### src/hw/rtl/tce_pkg.sv
`default_nettype none
package tce_pkg;

	localparam int unsigned RATE_W    = 19;
	localparam int unsigned TEMPO_W   = 26;
	localparam int unsigned POS_W     = 44;
	localparam int unsigned SAMPLES_W = 16;
	localparam int unsigned TIME_W    = 64;
	localparam int unsigned FLAGS_W   = 6;

	// samples * tempo * 2^4
	localparam int unsigned NUM_W = SAMPLES_W + TEMPO_W + 4;
	// 60 * rate fits in 25 bits
	localparam int unsigned DEN_W = RATE_W + 6;
	// pos + quotient before saturation
	localparam int unsigned SUM_W = NUM_W + 2;

	localparam int unsigned S_DATA_W = 152;
	localparam int unsigned S_USER_W = 2;
	localparam int unsigned M_DATA_W = 144;

	localparam logic [RATE_W-1:0] RATE_RESET = RATE_W'(48000);
	localparam int JUMP_LSB = 1049;

	localparam int unsigned FLAG_PLAYING = 0;
	localparam int unsigned FLAG_TEMPO   = 3;
	localparam int unsigned FLAG_POS     = 5;

	typedef enum logic [1:0] {
		ST_IDLE,
		ST_MUL,
		ST_DIV,
		ST_FIX
	} state_t;

	typedef struct packed {
		logic busy;
		logic done;
	} unit_stat_t;

endpackage
`default_nettype wire

### src/hw/rtl/tce_mul.sv
`default_nettype none
// Shift-add multiplier, one multiplier bit per cycle, MSB first.
module tce_mul #(
	parameter int unsigned A_W = tce_pkg::SAMPLES_W,
	parameter int unsigned B_W = tce_pkg::TEMPO_W
) (
	input  wire                     clk,
	input  wire                     arst_n,
	input  wire                     start,
	input  wire  [A_W-1:0]          a,
	input  wire  [B_W-1:0]          b,
	output tce_pkg::unit_stat_t     stat,
	output logic [A_W+B_W-1:0]      prod
);

	localparam int unsigned P_W   = A_W + B_W;
	localparam int unsigned CNT_W = $clog2(A_W);

	logic [A_W-1:0]   a_q;
	logic [B_W-1:0]   b_q;
	logic [P_W-1:0]   acc_q;
	logic [CNT_W-1:0] cnt_q;
	logic             busy_q;
	logic             done_q;

	always_ff @(posedge clk or negedge arst_n) begin
		if (!arst_n) begin
			busy_q <= 1'b0;
			done_q <= 1'b0;
			cnt_q  <= '0;
		end else if (start) begin
			busy_q <= 1'b1;
			done_q <= 1'b0;
			cnt_q  <= CNT_W'(A_W - 1);
		end else if (busy_q) begin
			if (cnt_q == '0) begin
				busy_q <= 1'b0;
				done_q <= 1'b1;
			end else begin
				cnt_q <= cnt_q - 1'b1;
			end
		end else begin
			done_q <= 1'b0;
		end
	end

	always_ff @(posedge clk) begin
		if (start) begin
			a_q   <= a;
			b_q   <= b;
			acc_q <= '0;
		end else if (busy_q) begin
			acc_q <= {acc_q[P_W-2:0], 1'b0} + (a_q[A_W-1] ? P_W'(b_q) : '0);
			a_q   <= {a_q[A_W-2:0], 1'b0};
		end
	end

	assign stat.busy = busy_q;
	assign stat.done = done_q;
	assign prod      = acc_q;

endmodule
`default_nettype wire

### src/hw/rtl/tce_div.sv
`default_nettype none
// Restoring divider, one quotient bit per cycle.
module tce_div #(
	parameter int unsigned N_W = tce_pkg::NUM_W,
	parameter int unsigned D_W = tce_pkg::DEN_W
) (
	input  wire                     clk,
	input  wire                     arst_n,
	input  wire                     start,
	input  wire  [N_W-1:0]          num,
	input  wire  [D_W-1:0]          den,
	output tce_pkg::unit_stat_t     stat,
	output logic [N_W-1:0]          quot,
	output logic [D_W-1:0]          rem
);

	localparam int unsigned CNT_W = $clog2(N_W);

	logic [N_W-1:0]   num_q;
	logic [D_W-1:0]   rem_q;
	logic [D_W-1:0]   den_q;
	logic [CNT_W-1:0] cnt_q;
	logic             busy_q;
	logic             done_q;
	logic [D_W:0]     trial;
	logic [D_W:0]     diff;
	logic             ge;

	assign trial = {rem_q, num_q[N_W-1]};
	assign diff  = trial - {1'b0, den_q};
	assign ge    = trial >= {1'b0, den_q};

	always_ff @(posedge clk or negedge arst_n) begin
		if (!arst_n) begin
			busy_q <= 1'b0;
			done_q <= 1'b0;
			cnt_q  <= '0;
		end else if (start) begin
			busy_q <= 1'b1;
			done_q <= 1'b0;
			cnt_q  <= CNT_W'(N_W - 1);
		end else if (busy_q) begin
			if (cnt_q == '0) begin
				busy_q <= 1'b0;
				done_q <= 1'b1;
			end else begin
				cnt_q <= cnt_q - 1'b1;
			end
		end else begin
			done_q <= 1'b0;
		end
	end

	// quotient bits shift in at the bottom as dividend bits leave the top
	always_ff @(posedge clk) begin
		if (start) begin
			num_q <= num;
			den_q <= den;
			rem_q <= '0;
		end else if (busy_q) begin
			num_q <= {num_q[N_W-2:0], ge};
			rem_q <= ge ? diff[D_W-1:0] : trial[D_W-1:0];
		end
	end

	assign stat.busy = busy_q;
	assign stat.done = done_q;
	assign quot      = num_q;
	assign rem       = rem_q;

endmodule
`default_nettype wire

### src/hw/rtl/transport_change_emitter.sv
`default_nettype none
// Transport change emitter.
// One slave transaction per audio block carries play state, tempo, position,
// block length and start timestamp; tempo_valid and pos_valid ride in tuser.
// At most one master transaction (the event) comes out per block, in the cycle
// after the block is taken, from an output register.
// The cfg channel writes the sample rate (always ready); write it only while
// the block is idle.
// A block that is playing with valid tempo and position (and a nonzero rate)
// projects its end position through a serial multiplier (16 steps) and a
// restoring divider (46 steps): s_tready stays low through the MUL, DIV and
// FIX states after such a block. After any other block s_tready stays high
// unless an event is stalled.
// A stalled event holds m_tdata; s_tready stays low until the waiting event
// is taken or is taken in the same cycle.
// Reset clears the history, so the first block after reset always emits, and
// sets the sample rate to 48000.
module transport_change_emitter (
	input  wire                              clk,
	input  wire                              arst_n,
	input  wire                              s_tvalid,
	output logic                             s_tready,
	// playing[0], tempo_bpm[26:1], position[70:27], block_samples[86:71],
	// block_time[150:87], zero pad[151]
	input  wire  [tce_pkg::S_DATA_W-1:0]     s_tdata,
	// tempo_valid[0], pos_valid[1]
	input  wire  [tce_pkg::S_USER_W-1:0]     s_tuser,
	output logic                             m_tvalid,
	input  wire                              m_tready,
	// event_flags[5:0], event_tempo[31:6], event_position[75:32],
	// event_time[139:76], zero pad[143:140]
	output logic [tce_pkg::M_DATA_W-1:0]     m_tdata,
	input  wire                              cfg_valid,
	output logic                             cfg_ready,
	input  wire  [tce_pkg::RATE_W-1:0]       cfg_data
);

	localparam int unsigned POS_W   = tce_pkg::POS_W;
	localparam int unsigned NUM_W   = tce_pkg::NUM_W;
	localparam int unsigned DEN_W   = tce_pkg::DEN_W;
	localparam int unsigned SUM_W   = tce_pkg::SUM_W;
	localparam int unsigned PROD_W  = tce_pkg::SAMPLES_W + tce_pkg::TEMPO_W;
	localparam int unsigned SAT_W   = SUM_W - POS_W + 1;

	// input unpacking
	logic                              in_playing;
	logic                              in_tempo_valid;
	logic                              in_pos_valid;
	logic [tce_pkg::TEMPO_W-1:0]       in_tempo;
	logic signed [POS_W-1:0]           in_pos;
	logic [tce_pkg::SAMPLES_W-1:0]     in_samples;
	logic [tce_pkg::TIME_W-1:0]        in_time;

	assign in_playing     = s_tdata[0];
	assign in_tempo       = s_tdata[26:1];
	assign in_pos         = s_tdata[70:27];
	assign in_samples     = s_tdata[86:71];
	assign in_time        = s_tdata[150:87];
	assign in_tempo_valid = s_tuser[0];
	assign in_pos_valid   = s_tuser[1];

	tce_pkg::state_t                   state_q, state_d;
	logic [tce_pkg::RATE_W-1:0]        rate_q;
	logic                              prev_playing_q;
	logic [tce_pkg::TEMPO_W-1:0]       prev_tempo_q;
	logic signed [POS_W-1:0]           expected_q;
	logic [31:0]                       samples_q;
	logic                              emitted_q;
	logic signed [POS_W-1:0]           pos_q;
	logic signed [SUM_W-1:0]           sum_q;
	logic                              rnz_q;
	logic                              m_tvalid_q;
	logic [tce_pkg::M_DATA_W-1:0]      m_tdata_q;

	logic                              accept;
	logic                              need_proj;
	logic signed [POS_W:0]             diff;
	logic                              jump;
	logic [32:0]                       samples_sum;
	logic [31:0]                       samples_sat;
	logic                              refresh;
	logic                              emit;
	logic [tce_pkg::FLAGS_W-1:0]       flags;
	logic [DEN_W-1:0]                  den;
	logic                              mul_start;
	logic                              div_start;
	logic [PROD_W-1:0]                 prod;
	logic [NUM_W-1:0]                  quot;
	logic [DEN_W-1:0]                  rem;
	tce_pkg::unit_stat_t               mul_stat;
	tce_pkg::unit_stat_t               div_stat;
	logic signed [SUM_W-1:0]           fixed;
	logic signed [POS_W-1:0]           fixed_sat;

	assign cfg_ready = 1'b1;
	assign s_tready  = (state_q == tce_pkg::ST_IDLE) && (!m_tvalid_q || m_tready);
	assign accept    = s_tvalid && s_tready;
	assign need_proj = in_playing && in_tempo_valid && in_pos_valid && (rate_q != '0);

	// event decision
	assign diff = {in_pos[POS_W-1], in_pos} - {expected_q[POS_W-1], expected_q};
	assign jump = in_playing && prev_playing_q && in_pos_valid &&
		(diff >= tce_pkg::JUMP_LSB || diff <= -tce_pkg::JUMP_LSB);
	assign samples_sum = {1'b0, samples_q} + 33'(in_samples);
	assign samples_sat = samples_sum[32] ? '1 : samples_sum[31:0];
	assign refresh     = in_playing && (samples_sat >= 32'(rate_q));
	assign emit = (in_playing != prev_playing_q) ||
		(in_tempo_valid && (in_tempo != prev_tempo_q)) ||
		jump || refresh || !emitted_q;

	always_comb begin
		flags = '0;
		flags[tce_pkg::FLAG_PLAYING] = in_playing;
		flags[tce_pkg::FLAG_TEMPO]   = in_tempo_valid;
		flags[tce_pkg::FLAG_POS]     = in_pos_valid;
	end

	// 60 * rate = 64 * rate - 4 * rate
	assign den = DEN_W'({rate_q, 6'b0}) - DEN_W'({rate_q, 2'b0});

	assign mul_start = accept && need_proj;
	assign div_start = (state_q == tce_pkg::ST_MUL) && mul_stat.done;

	tce_mul #(
		.A_W(tce_pkg::SAMPLES_W),
		.B_W(tce_pkg::TEMPO_W)
	) u_mul (
		.clk   (clk),
		.arst_n(arst_n),
		.start (mul_start),
		.a     (in_samples),
		.b     (in_tempo),
		.stat  (mul_stat),
		.prod  (prod)
	);

	tce_div #(
		.N_W(NUM_W),
		.D_W(DEN_W)
	) u_div (
		.clk   (clk),
		.arst_n(arst_n),
		.start (div_start),
		.num   ({prod, 4'b0}),
		.den   (den),
		.stat  (div_stat),
		.quot  (quot),
		.rem   (rem)
	);

	// round toward zero, then clamp to the 44-bit range
	assign fixed = sum_q + SUM_W'(rnz_q && sum_q[SUM_W-1]);
	always_comb begin
		if (fixed[SUM_W-1:POS_W-1] == '0 || fixed[SUM_W-1:POS_W-1] == {SAT_W{1'b1}}) begin
			fixed_sat = fixed[POS_W-1:0];
		end else if (fixed[SUM_W-1]) begin
			fixed_sat = {1'b1, {(POS_W-1){1'b0}}};
		end else begin
			fixed_sat = {1'b0, {(POS_W-1){1'b1}}};
		end
	end

	always_ff @(posedge clk or negedge arst_n) begin
		if (!arst_n) begin
			state_q <= tce_pkg::ST_IDLE;
		end else begin
			state_q <= state_d;
		end
	end

	always_comb begin
		state_d = state_q;
		unique case (state_q)
			tce_pkg::ST_IDLE: begin
				if (mul_start) state_d = tce_pkg::ST_MUL;
			end
			tce_pkg::ST_MUL: begin
				if (mul_stat.done) state_d = tce_pkg::ST_DIV;
			end
			tce_pkg::ST_DIV: begin
				if (div_stat.done) state_d = tce_pkg::ST_FIX;
			end
			tce_pkg::ST_FIX: begin
				state_d = tce_pkg::ST_IDLE;
			end
			default: state_d = tce_pkg::ST_IDLE;
		endcase
	end

	always_ff @(posedge clk or negedge arst_n) begin
		if (!arst_n) begin
			rate_q         <= tce_pkg::RATE_RESET;
			prev_playing_q <= 1'b0;
			prev_tempo_q   <= '0;
			expected_q     <= '0;
			samples_q      <= '0;
			emitted_q      <= 1'b0;
			m_tvalid_q     <= 1'b0;
		end else begin
			if (cfg_valid && cfg_ready) rate_q <= cfg_data;
			if (accept) begin
				prev_playing_q <= in_playing;
				prev_tempo_q   <= in_tempo;
				emitted_q      <= emitted_q || emit;
				samples_q      <= emit ? '0 : samples_sat;
				if (!need_proj) expected_q <= in_pos;
				m_tvalid_q     <= emit;
			end else if (m_tready) begin
				m_tvalid_q <= 1'b0;
			end
			if (state_q == tce_pkg::ST_FIX) expected_q <= fixed_sat;
		end
	end

	always_ff @(posedge clk) begin
		if (accept) begin
			pos_q <= in_pos;
			if (emit) begin
				m_tdata_q <= {4'b0, in_time, in_pos, in_tempo, flags};
			end
		end
		if (state_q == tce_pkg::ST_DIV && div_stat.done) begin
			sum_q <= SUM_W'(pos_q) + SUM_W'(quot);
			rnz_q <= rem != '0;
		end
	end

	assign m_tvalid = m_tvalid_q;
	assign m_tdata  = m_tdata_q;

`ifndef NO_ASSERTIONS
	a_ready_only_idle: assert property (@(posedge clk) disable iff (!arst_n)
		s_tready |-> state_q == tce_pkg::ST_IDLE)
		else $error("s_tready high outside idle");
	a_mul_to_div: assert property (@(posedge clk) disable iff (!arst_n)
		div_start |=> div_stat.busy)
		else $error("divider did not start after multiply");
	a_first_emits: assert property (@(posedge clk) disable iff (!arst_n)
		(accept && !emitted_q) |=> m_tvalid)
		else $error("first block after reset did not emit");
	a_emitted_sticky: assert property (@(posedge clk) disable iff (!arst_n)
		emitted_q |=> emitted_q)
		else $error("emitted flag cleared");
`endif

endmodule
`default_nettype wire
### config.mk
export PLATFORM = sky130hd
export DESIGN_NAME = transport_change_emitter
export DESIGN_NICKNAME = d
export VERILOG_FILES = /design/src/hw/rtl/tce_pkg.sv /design/src/hw/rtl/tce_mul.sv /design/src/hw/rtl/tce_div.sv /design/src/hw/rtl/transport_change_emitter.sv
export SDC_FILE = /design/constraint.sdc
export NUM_CORES = 1
export LEC_CHECK = 0
export ABC_CLOCK_PERIOD_IN_PS = 11900
export BUFFER_PORTS_ARGS = -buffer_cell sky130_fd_sc_hd__buf_2
export CORE_MARGIN = 4
export CORE_UTILIZATION = 52
export DETAILED_ROUTE_END_ITERATION = 6
export PLACE_DENSITY = 0.72
export SYNTH_ARGS = -nofsm -noshare
export SYNTH_HDL_FRONTEND = slang
export SYNTH_HIERARCHICAL = 1
export SYNTH_SLANG_ARGS = --single-unit
### constraint.sdc
create_clock -name clk -period 11.9 [get_ports clk]
set_input_delay 1.19 -clock clk [delete_from_list [all_inputs] [get_ports clk]]
set_output_delay 1.19 -clock clk [all_outputs]
set_load 0.05 [all_outputs]
### After elaboration in Yosys (flattened, before gate mapping)

Index checks and enable logic that the tools add are counted.

* input bits: 178
* word-level logic and storage cells: 128
* register bits after elaboration: 550
* output and inout port bits: 147

* magnitude comparators: 4
* reductions and logical operators: 39
* equal/unequal tests: 14
* $add $sub $neg: 9
* muxes and demuxes: 37

Operators with widths (number)
* $mux 44: 5
* $mux 46: 2
* $mux 32: 2
* $add 44x47->48: 1
* $add 48x1->48: 1
* $ge 45x12->1 const B: 1
* $le 45x12->1 const B: 1
* $sub 44x44->45: 1
* $add 42x42->42: 1
* $add 32x16->33: 1
* $ge 32x19->1: 1
* $mux 16: 2
* $ge 26x25->1: 1
* $mux 26: 1
* $ne 26x26->1: 1
* $mux 25: 1
* $reduce_bool 25->1: 1
* $sub 25x21->25: 1
* $sub 25x25->25: 1
* $reduce_bool 19->1: 1
* $mux 6: 3
* $logic_and 1x1->1: 14
* $mux 1: 14
* $mux 4: 3
* 20 further kinds: 42

### Logic depth before layout (Yosys ltp)

Gate-level depths: netlist (run 1).

* depth after elaboration: 8
* gate-level depth with buffers: 25
* gate-level depth less buffers: 25

### Modules after synthesis

The synthesis (run 1) kept the hierarchy.

By module, submodules not included
* transport_change_emitter: area each 21385.5 µm², instances 1, seq. area each 10068.4 µm², cells each 2156
* tce_div: area each 5905.7 µm², instances 1, seq. area each 2832.7 µm², cells each 547
* tce_mul: area each 5037.3 µm², instances 1, seq. area each 2252.2 µm², cells each 511

### Worst setup path before layout (run 1)

Ideal clock, no wire load.

* kind: input port to flip-flop
* start point: input s_tdata[71] in the netlist's numbering
* end point: register samples_q[20]
* stages: 24
* path slack: 4569 ps
* buffers on the path: 1
* library setup time: 123 ps
* data required time: 11777 ps
* arrival: 7208 ps
* cell sequence: ha_1 -> fa_1 -> a21o_1 -> a21oi_1 -> o21ai_1 -> a221o_1 -> and2_1 -> a21oi_2 -> nand2b_1 -> clkbuf_1 -> nand2_1 -> ha_1 -> a21oi_1 -> o21ai_0 -> a21o_1 -> a211oi_1 -> o31ai_1 -> a41oi_1 -> o211ai_1 -> or4_1 -> o31a_1 -> o21ai_2 -> inv_2 -> a311oi_1

* longest elaborated chain between the ends: 7

RTL lines
* start, declared: RTL line transport_change_emitter.sv:25 `input wire [tce_pkg::S_DATA_W-1:0] s_tdata,`
* $add 32x16->33 (*): RTL line transport_change_emitter.sv:104 `assign samples_sum = {1'b0, samples_q} + 33'(in_samples);`
* $mux 32 (*): RTL line transport_change_emitter.sv:105 `assign samples_sat = samples_sum[32] ? '1 : samples_sum[31:0];`
* $ge 32x19->1: RTL line transport_change_emitter.sv:106 `assign refresh = in_playing && (samples_sat >= 32'(rate_q));`
* $logic_and 1x1->1: RTL line transport_change_emitter.sv:106
* $logic_or 1x1->1 (2 in series): RTL line transport_change_emitter.sv:109 `jump || refresh || !emitted_q;`
* $mux 32 (*): RTL line transport_change_emitter.sv:205 `samples_q <= emit ? '0 : samples_sat;`
* end signal, assigned: RTL line transport_change_emitter.sv:205
* end, declared: RTL line transport_change_emitter.sv:67 `logic [31:0] samples_q;`

Every way passes the cells marked *; elsewhere a longest branch is shown, timed or not.
A chain may end at the register's enable or synchronous reset.

### Worst setup path after layout (run 1)

* start point: input s_tdata[71] in the netlist's numbering
* end point: register m_tdata_q (netlist bit m_tdata[70]) (enable)

* longest elaborated chain between the ends: 7

RTL lines
* $add 32x16->33: RTL line transport_change_emitter.sv:104
* $mux 32: RTL line transport_change_emitter.sv:105
* $ge 32x19->1: RTL line transport_change_emitter.sv:106
* $logic_and 1x1->1: RTL line transport_change_emitter.sv:106
* $logic_or 1x1->1 (2 in series): RTL line transport_change_emitter.sv:109
* $reduce_and 2->1 (no source line)
* end signal, assigned: RTL line transport_change_emitter.sv:219 `m_tdata_q <= {4'b0, in_time, in_pos, in_tempo, flags};`
* end, declared: RTL line transport_change_emitter.sv:73 `logic [tce_pkg::M_DATA_W-1:0] m_tdata_q;`

Every way passes these cells.

==> metrics.txt, run 1 <==
status complete, no violations; vias in the first global route 23492; initial cell density of the core 52.5%; Post-Syn Instances 3212; Final Hold Viols 0; crit path max fanout 51; Data arrival, critical path 7.96 ns; Setup Viol. Count Final 0; total power 9.35 mW; htree depth 2; skew final 0.0184 ns; Hold Path Sink emitted_q$_DFFE_PN0P_; first-pass GRT wire length 124000 um; drt first pass iters 5; Tcrit/Tclk final 64.8%; Final nets 3887; total of max-cap violations 0; Antenna Nets Post-Route 0; area grow syn2layout 13.4%; wire per inst 17.6 um; post-CTS sizing 0; Worst setup EP type register; Die H 257 um; CORE AREA 61600 um2; static leakage 15.1 nW; starting DRC count in detailed routing 1663; post-route setup TNS 0 ns; Worst VDD drop 0.189 mV; syn avg cell area 10.1 um2; flop-to-flop setup slack 4.49 ns; CP Data Required Time 12.15 ns; TritonCTS clock tree built; fmax 130 MHz; post-route minimum period 7.72 ns; layout cell share with drive strength beyond 1 15.9%; DR vias 24790; clock latency on the worst-skew pair 0.63 ns; PwrDens 255 nW/um2; Max-slew headroom 26.2%; CTS Buf Count 60; CTS clk-pin slew, worst paths 0.06 ns; Cell Area, Synth 32300 um2; Diodes inserted 0; r2r startpoint samples_q[0]$_DFFE_PN0P_; fill count 5322; GPL Wtd Cong 0.892; Root Buffer clkbuf_16; vias per cell 5.65; Hold WS 0.472 ns; hold crit path type reg -> reg; hold buffers post-CTS 0; Least-Margin Pin Slew 1.11 ns; TritonCTS Sinks 550; Final Max Slew Viols 0; num rows 91; RSZ-0062 raised after global routing false; Max Root-Sink Buffers 3; DRC violations left 0; Hold Startpoint emitted_q$_DFFE_PN0P_; Setup Buffers After CTS 0; pin count of the biggest net entering global routing 89; WHS Path Cells 1; critical setup path kind in -> reg; post-detail-place hpwl 58000 um; gr usage total 22.7%; Die Area 66200 um2; io pins 325; initial antenna violation count 4; chip width 257 um; Synth Warn # 6; total grt overflow 0; reg2reg end m_tdata[70]$_DFFE_PP_; input/output buffers 315; Worst R2R Path Depth 25; DRT Wirelength 77200 um; CP startpoint kind primary input
[flip-flops by register name, summed over array words and instances, names as in the netlist, 16 cells and up]
signal,count
u_div/rem,25
pos_q,44
u_mul/a_q,16
u_div/quot,46
u_mul/prod,42
sum_q,48
m_tdata,137
u_mul/b_q,26
expected_q,44
samples_q,32
rate_q,19
u_div/den_q,25
prev_tempo_q,26
[worst max path at each step]
stage / startpoint / endpoint / slack, ns / cells past startpoint
floorplan: s_tdata[71] / samples_q[20]$_DFFE_PN0P_ / 4.57 / 24
global placement: s_tdata[71] / m_tdata[75]$_DFFE_PP_ / 3.52 / 26
detailed placement: s_tdata[71] / m_tdata[75]$_DFFE_PP_ / 3.46 / 26
CTS: s_tdata[71] / m_tdata[75]$_DFFE_PP_ / 4.10 / 26
global route: s_tdata[71] / m_tdata[70]$_DFFE_PP_ / 3.56 / 26
finish: s_tdata[71] / m_tdata[70]$_DFFE_PP_ / 4.18 / 26
[metrics by stage]
stage | worst slack (ns) | instances | area (um2) | utilization [%]
6_report | 4.18 | 4391 | 36600 | 59.5
5_1_grt | 3.56 | 4391 | 36600 | 59.5
4_1_cts | 4.10 | 4391 | 36600 | 59.5
3_5_place_dp | 3.46 | 4277 | 34600 | 56.1
3_3_place_gp | 3.52 | 4277 | 34600 | 56.1
2_1_floorplan | 4.57 | 3224 | 32400 | -
[routing by layer]
metal / vias up / wire length [um] / global-route usage (%)
met5: - / 34 / 0
met4: 6 / 2430 / 7.71
met3: 136 / 4530 / 3.74
met2: 663 / 34700 / 35.7
met1: 11576 / 35500 / 32.2
li1: 12409 / - / -
[critical path: stages]
cell and delay (ns):
buf_2 0.11, ha_1 0.23, fa_1 0.41, a21o_1 0.18, a21oi_1 0.29, o21ai_1 0.19, a221o_1 0.39, and2_1 0.20
a21oi_2 0.34, nand2b_1 0.41, nand2b_1 0.14, ha_1 0.30, a21o_1 0.11, a21oi_1 0.06, o21ai_0 0.17, a21o_1 0.16
a211oi_1 0.07, o31ai_1 0.24, a41oi_1 0.16, o211ai_1 0.28, or4_1 0.17, o31a_1 0.31, o21ai_2 0.17, inv_6 0.38
buf_4 0.56, buf_4 0.61
[where the power goes]
part,total (mW),switching [mW],internal [mW]
Sequential,3.02,0.337,2.68
Combinational,4.38,2.71,1.67
Clock,1.96,0.792,1.16
[placed cells by master, fill, tap and decap left out, types with 16 or more instances in the layout]
master,instances
nand4_1,38
o21bai_1,30
nand3_1,96
xor2_1,92
nand2_1,345
nor3b_1,17
o31ai_1,26
nor2b_1,16
o21ai_0,280
clkbuf_16,61
a22o_1,18
ha_1,202
a311oi_1,38
or3_1,24
mux2_2,62
nand2b_1,31
a31oi_1,27
o21ai_1,18
nor3_1,45
a211oi_1,26
or2_2,17
and2_1,46
xnor2_1,127
inv_1,171
buf_4,16
dfxtp_1,67
edfxtp_1,343
a21o_1,73
dfrtp_1,132
buf_2,314
and3_1,31
or4_1,17
a21oi_1,200
nor4_1,29
nor2_1,176
o21a_1,30
[layout make-up]
cell class,count,area [um2],area share (%)
clock buffers,75,1660,4.53
clock inverters,39,433,1.18
inverters,174,659,1.80
multi-input cells,2385,16000,43.6
flip-flops and latches,550,15200,41.4
well taps,837,1050,2.86
repair buffers,331,1700,4.65
Note: power is estimated with default switching activity, not from simulation.
==> run 2: changes to the inputs <==
--- a/config.mk
+++ b/config.mk
@@ -5,12 +5,13 @@
 export SDC_FILE = /design/constraint.sdc
 export NUM_CORES = 1
 export LEC_CHECK = 0
-export ABC_CLOCK_PERIOD_IN_PS = 11900
+export ABC_AREA = 1
+export ABC_CLOCK_PERIOD_IN_PS = 6600
 export BUFFER_PORTS_ARGS = -buffer_cell sky130_fd_sc_hd__buf_2
 export CORE_MARGIN = 4
 export CORE_UTILIZATION = 52
 export DETAILED_ROUTE_END_ITERATION = 6
-export PLACE_DENSITY = 0.72
+export PLACE_DENSITY = 0.74
 export SYNTH_ARGS = -nofsm -noshare
 export SYNTH_HDL_FRONTEND = slang
 export SYNTH_HIERARCHICAL = 1
==> constraint.sdc (replaced) <==
create_clock -name clk -period 6.6 [get_ports clk]
set_input_delay 0.66 -clock clk [delete_from_list [all_inputs] [get_ports clk]]
set_output_delay 0.66 -clock clk [all_outputs]
set_load 0.05 [all_outputs]
==> run 2 against run 1 <==
Final cell count rose by 43%. Critical path depth rose by 4. Clock skew is 0.0098 ns higher. Synthesized cell count grew 54%. Worst setup slack lost 2.8 ns. Clock-buffer cell count up 3. Register-to-register slack lost 3.1 ns. Design area rose by 12%. Total power rose by 60%. Global-route usage increased by 3.2 points. Routed wire length up 27%. Die area is 13% higher. Largest cell class unchanged.
==> metrics.txt, run 2 <==
PwrDens 364 nW/um2 (was 255 nW/um2); critical setup path kind reg -> reg (was in -> reg); CP startpoint kind register (was primary input); most frequent cells in the layout nand2_1 (1764), inv_1 (747), nor2_1 (438) (was nand2_1 (345), edfxtp_1 (343), buf_2 (314)); flop-to-flop setup slack 1.36 ns (was 4.49 ns); most used cell along the critical path nand2_1 (was a21o_1); vias in the first global route 30088 (was 23492); Flop pwr share 32.7% (was 32.3%); CP delay by family, top simple AND/OR/NAND/NOR gates (was compound AO/OA/AOI/OAI gates); crit path max fanout 45 (was 51); post-CTS sizing 0 (unchanged); post-detail-place hpwl 77700 um (was 58000 um); Switching Fraction 42.5% (was 41.1%); skew final 0.0281 ns (was 0.0184 ns); num rows 96 (was 91); CORE AREA 69100 um2 (was 61600 um2); first-pass GRT wire length 156000 um (was 124000 um); post-route setup TNS 0 ns (unchanged); internal power 8.60 mW (was 5.51 mW); CP Data Required Time 6.94 ns (was 12.15 ns); reg2reg end m_tdata[108]$_DFFE_PP_ (was m_tdata[70]$_DFFE_PP_); max reg flops 137 (unchanged); Die H 273 um (was 257 um); CP max stage cell clkinvlp_4 (was buf_4); vias per cell 5.13 (was 5.65); DR vias 32090 (was 24790); RSZ-0062 raised after global routing false (unchanged); TritonCTS Sinks 550 (unchanged); Bufs and invs on worst path 3 (was 4); total grt overflow 0 (unchanged); CTS clk-pin slew, worst paths 0.07 ns (was 0.06 ns); Synth Warn # 6 (unchanged); drt first pass iters 6 (was 5); wire per inst 15.7 um (was 17.6 um); Worst R2R Path Depth 30 (was 25); r2r startpoint samples_q[0]$_DFFE_PN0P_ (unchanged); Setup Viol. Count Final 0 (unchanged); total of max-cap violations 0 (unchanged); Max-slew headroom 21.1% (was 26.2%); initial antenna violation count 2 (was 4); Clock power frac 23.1% (was 20.9%); initial cell density of the core 52.9% (was 52.5%); combinational share of power 44.3% (was 46.8%); Max Root-Sink Buffers 3 (unchanged); Data arrival, critical path 5.58 ns (was 7.96 ns); Final Core Density 59.5% (about the same); CTS Buf Count 60 (unchanged); Post-Syn Instances 4949 (was 3212); Final Max Slew Viols 0 (unchanged); DRT Wirelength 98400 um (was 77200 um); Least-Margin Pin Slew 1.18 ns (was 1.11 ns); fmax 191 MHz; Setup Buffers After CTS 0 (unchanged); Worst VDD drop 0.254 mV (was 0.189 mV); Sw Pwr 6.35 mW (was 3.84 mW); post-route minimum period 5.24 ns; slowest cell delay on critical path 0.58 ns (was 0.61 ns); io pins 325 (unchanged); htree depth 2 (unchanged); Tcrit/Tclk final 79.4%; Root Buffer clkbuf_16 (unchanged); status complete, no violations (unchanged); Final nets 5659 (was 3887); area grow syn2layout 12.6% (was 13.4%); GPL Wtd Cong 0.955 (was 0.892); input/output buffers 315 (unchanged); Final Hold Viols 0 (unchanged); syn avg cell area 7.38 um2 (was 10.1 um2); hold buffers post-CTS 0 (unchanged); gr usage total 25.9% (was 22.7%); commonest non-fill, non-tap cell in the layout nand2_1 (unchanged); Worst setup EP type register (unchanged); chip width 273 um (was 257 um); Die Area 74500 um2 (was 66200 um2); TritonCTS clock tree built (unchanged); DRC violations left 0 (unchanged); layout cell share with drive strength beyond 1 10.9% (was 15.9%); static leakage 20.6 nW (was 15.1 nW); clock latency on the worst-skew pair 0.63 ns (about the same); Cell Area, Synth 36500 um2 (was 32300 um2); starting DRC count in detailed routing 2423 (was 1663); hold crit path type in -> async (was reg -> reg); Antenna Nets Post-Route 0 (unchanged); pin count of the biggest net entering global routing 96 (was 89)
## run 2: routing by layer
metal | part of all wire (%) | GRT usage, % | vias to the layer above
li1 | - | - | 16446
met1 | 46 | 37.0 | 14620
met2 | 45 | 41.7 | 881
met3 | 6.5 | 3.69 | 141
met4 | 2.5 | 6.58 | 2
met5 | 0.013 | 0 | -
## run 2: area by class of cell
| cell class | instances | area, um2 |
|---|---|---|
| antenna | 2 | 5.00 |
| clock buffer | 78 | 1630 |
| clock inverter | 35 | 404 |
| fill | 6439 | 28000 |
| inverter | 761 | 2860 |
| multi-input combinational | 3562 | 18100 |
| sequential | 550 | 15200 |
| tap | 931 | 1160 |
| timing repair buffer | 339 | 1790 |
## run 2: stage by stage
| stage | instances | area, um2 | hold WS [ns] | power (mW) | worst slack (ns) |
|---|---|---|---|---|---|
| after floorplan | 4961 | 36600 | 0.364 | 9.81 | 0.293 |
| after global placement | 6143 | 39100 | 0.432 | 11.3 | 1.04 |
| after detailed placement | 6143 | 39100 | 0.439 | 11.5 | 1.01 |
| after CTS | 6256 | 41100 | 0.158 | 15.0 | 1.36 |
| after global routing | 6256 | 41100 | 0.155 | 16.1 | 0.897 |
| final | 6258 | 41100 | 0.100 | 15.0 | 1.36 |
## run 2: worst max path at each step
stage          cells past startpoint                startpoint                endpoint  slack, ns
2_1_floorplan                     32               s_tdata[71]    m_tdata[0]$_DFFE_PP_       0.29
3_3_place_gp                      33               s_tdata[71]  m_tdata[107]$_DFFE_PP_       1.04
3_5_place_dp                      31               s_tdata[71]  m_tdata[132]$_DFFE_PP_       1.01
4_1_cts                           30  samples_q[0]$_DFFE_PN0P_   m_tdata[71]$_DFFE_PP_       1.36
5_1_grt                           30  samples_q[0]$_DFFE_PN0P_   m_tdata[90]$_DFFE_PP_       0.90
6_report                          30  samples_q[0]$_DFFE_PN0P_  m_tdata[108]$_DFFE_PP_       1.36
## run 2: worst register-to-register path, delay by kind of cell (launching register included)
kind | cells | cell delay (ns)
AOI/OAI and AO/OA | 3 | 0.48
adders and majority gates | 3 | 0.96
buffers and inverters | 3 | 1.28
DFF | 1 | 0.40
and+or+nand+nor | 21 | 1.78
## run 2: power by group through the flow
stage,clock network [mW],registers [mW],logic [mW]
after floorplan,0,5.14,4.67
after global placement,0,4.92,6.42
after detailed placement,0,4.94,6.54
after CTS,3.53,4.88,6.58
after global routing,3.66,4.95,7.53
final,3.45,4.88,6.62
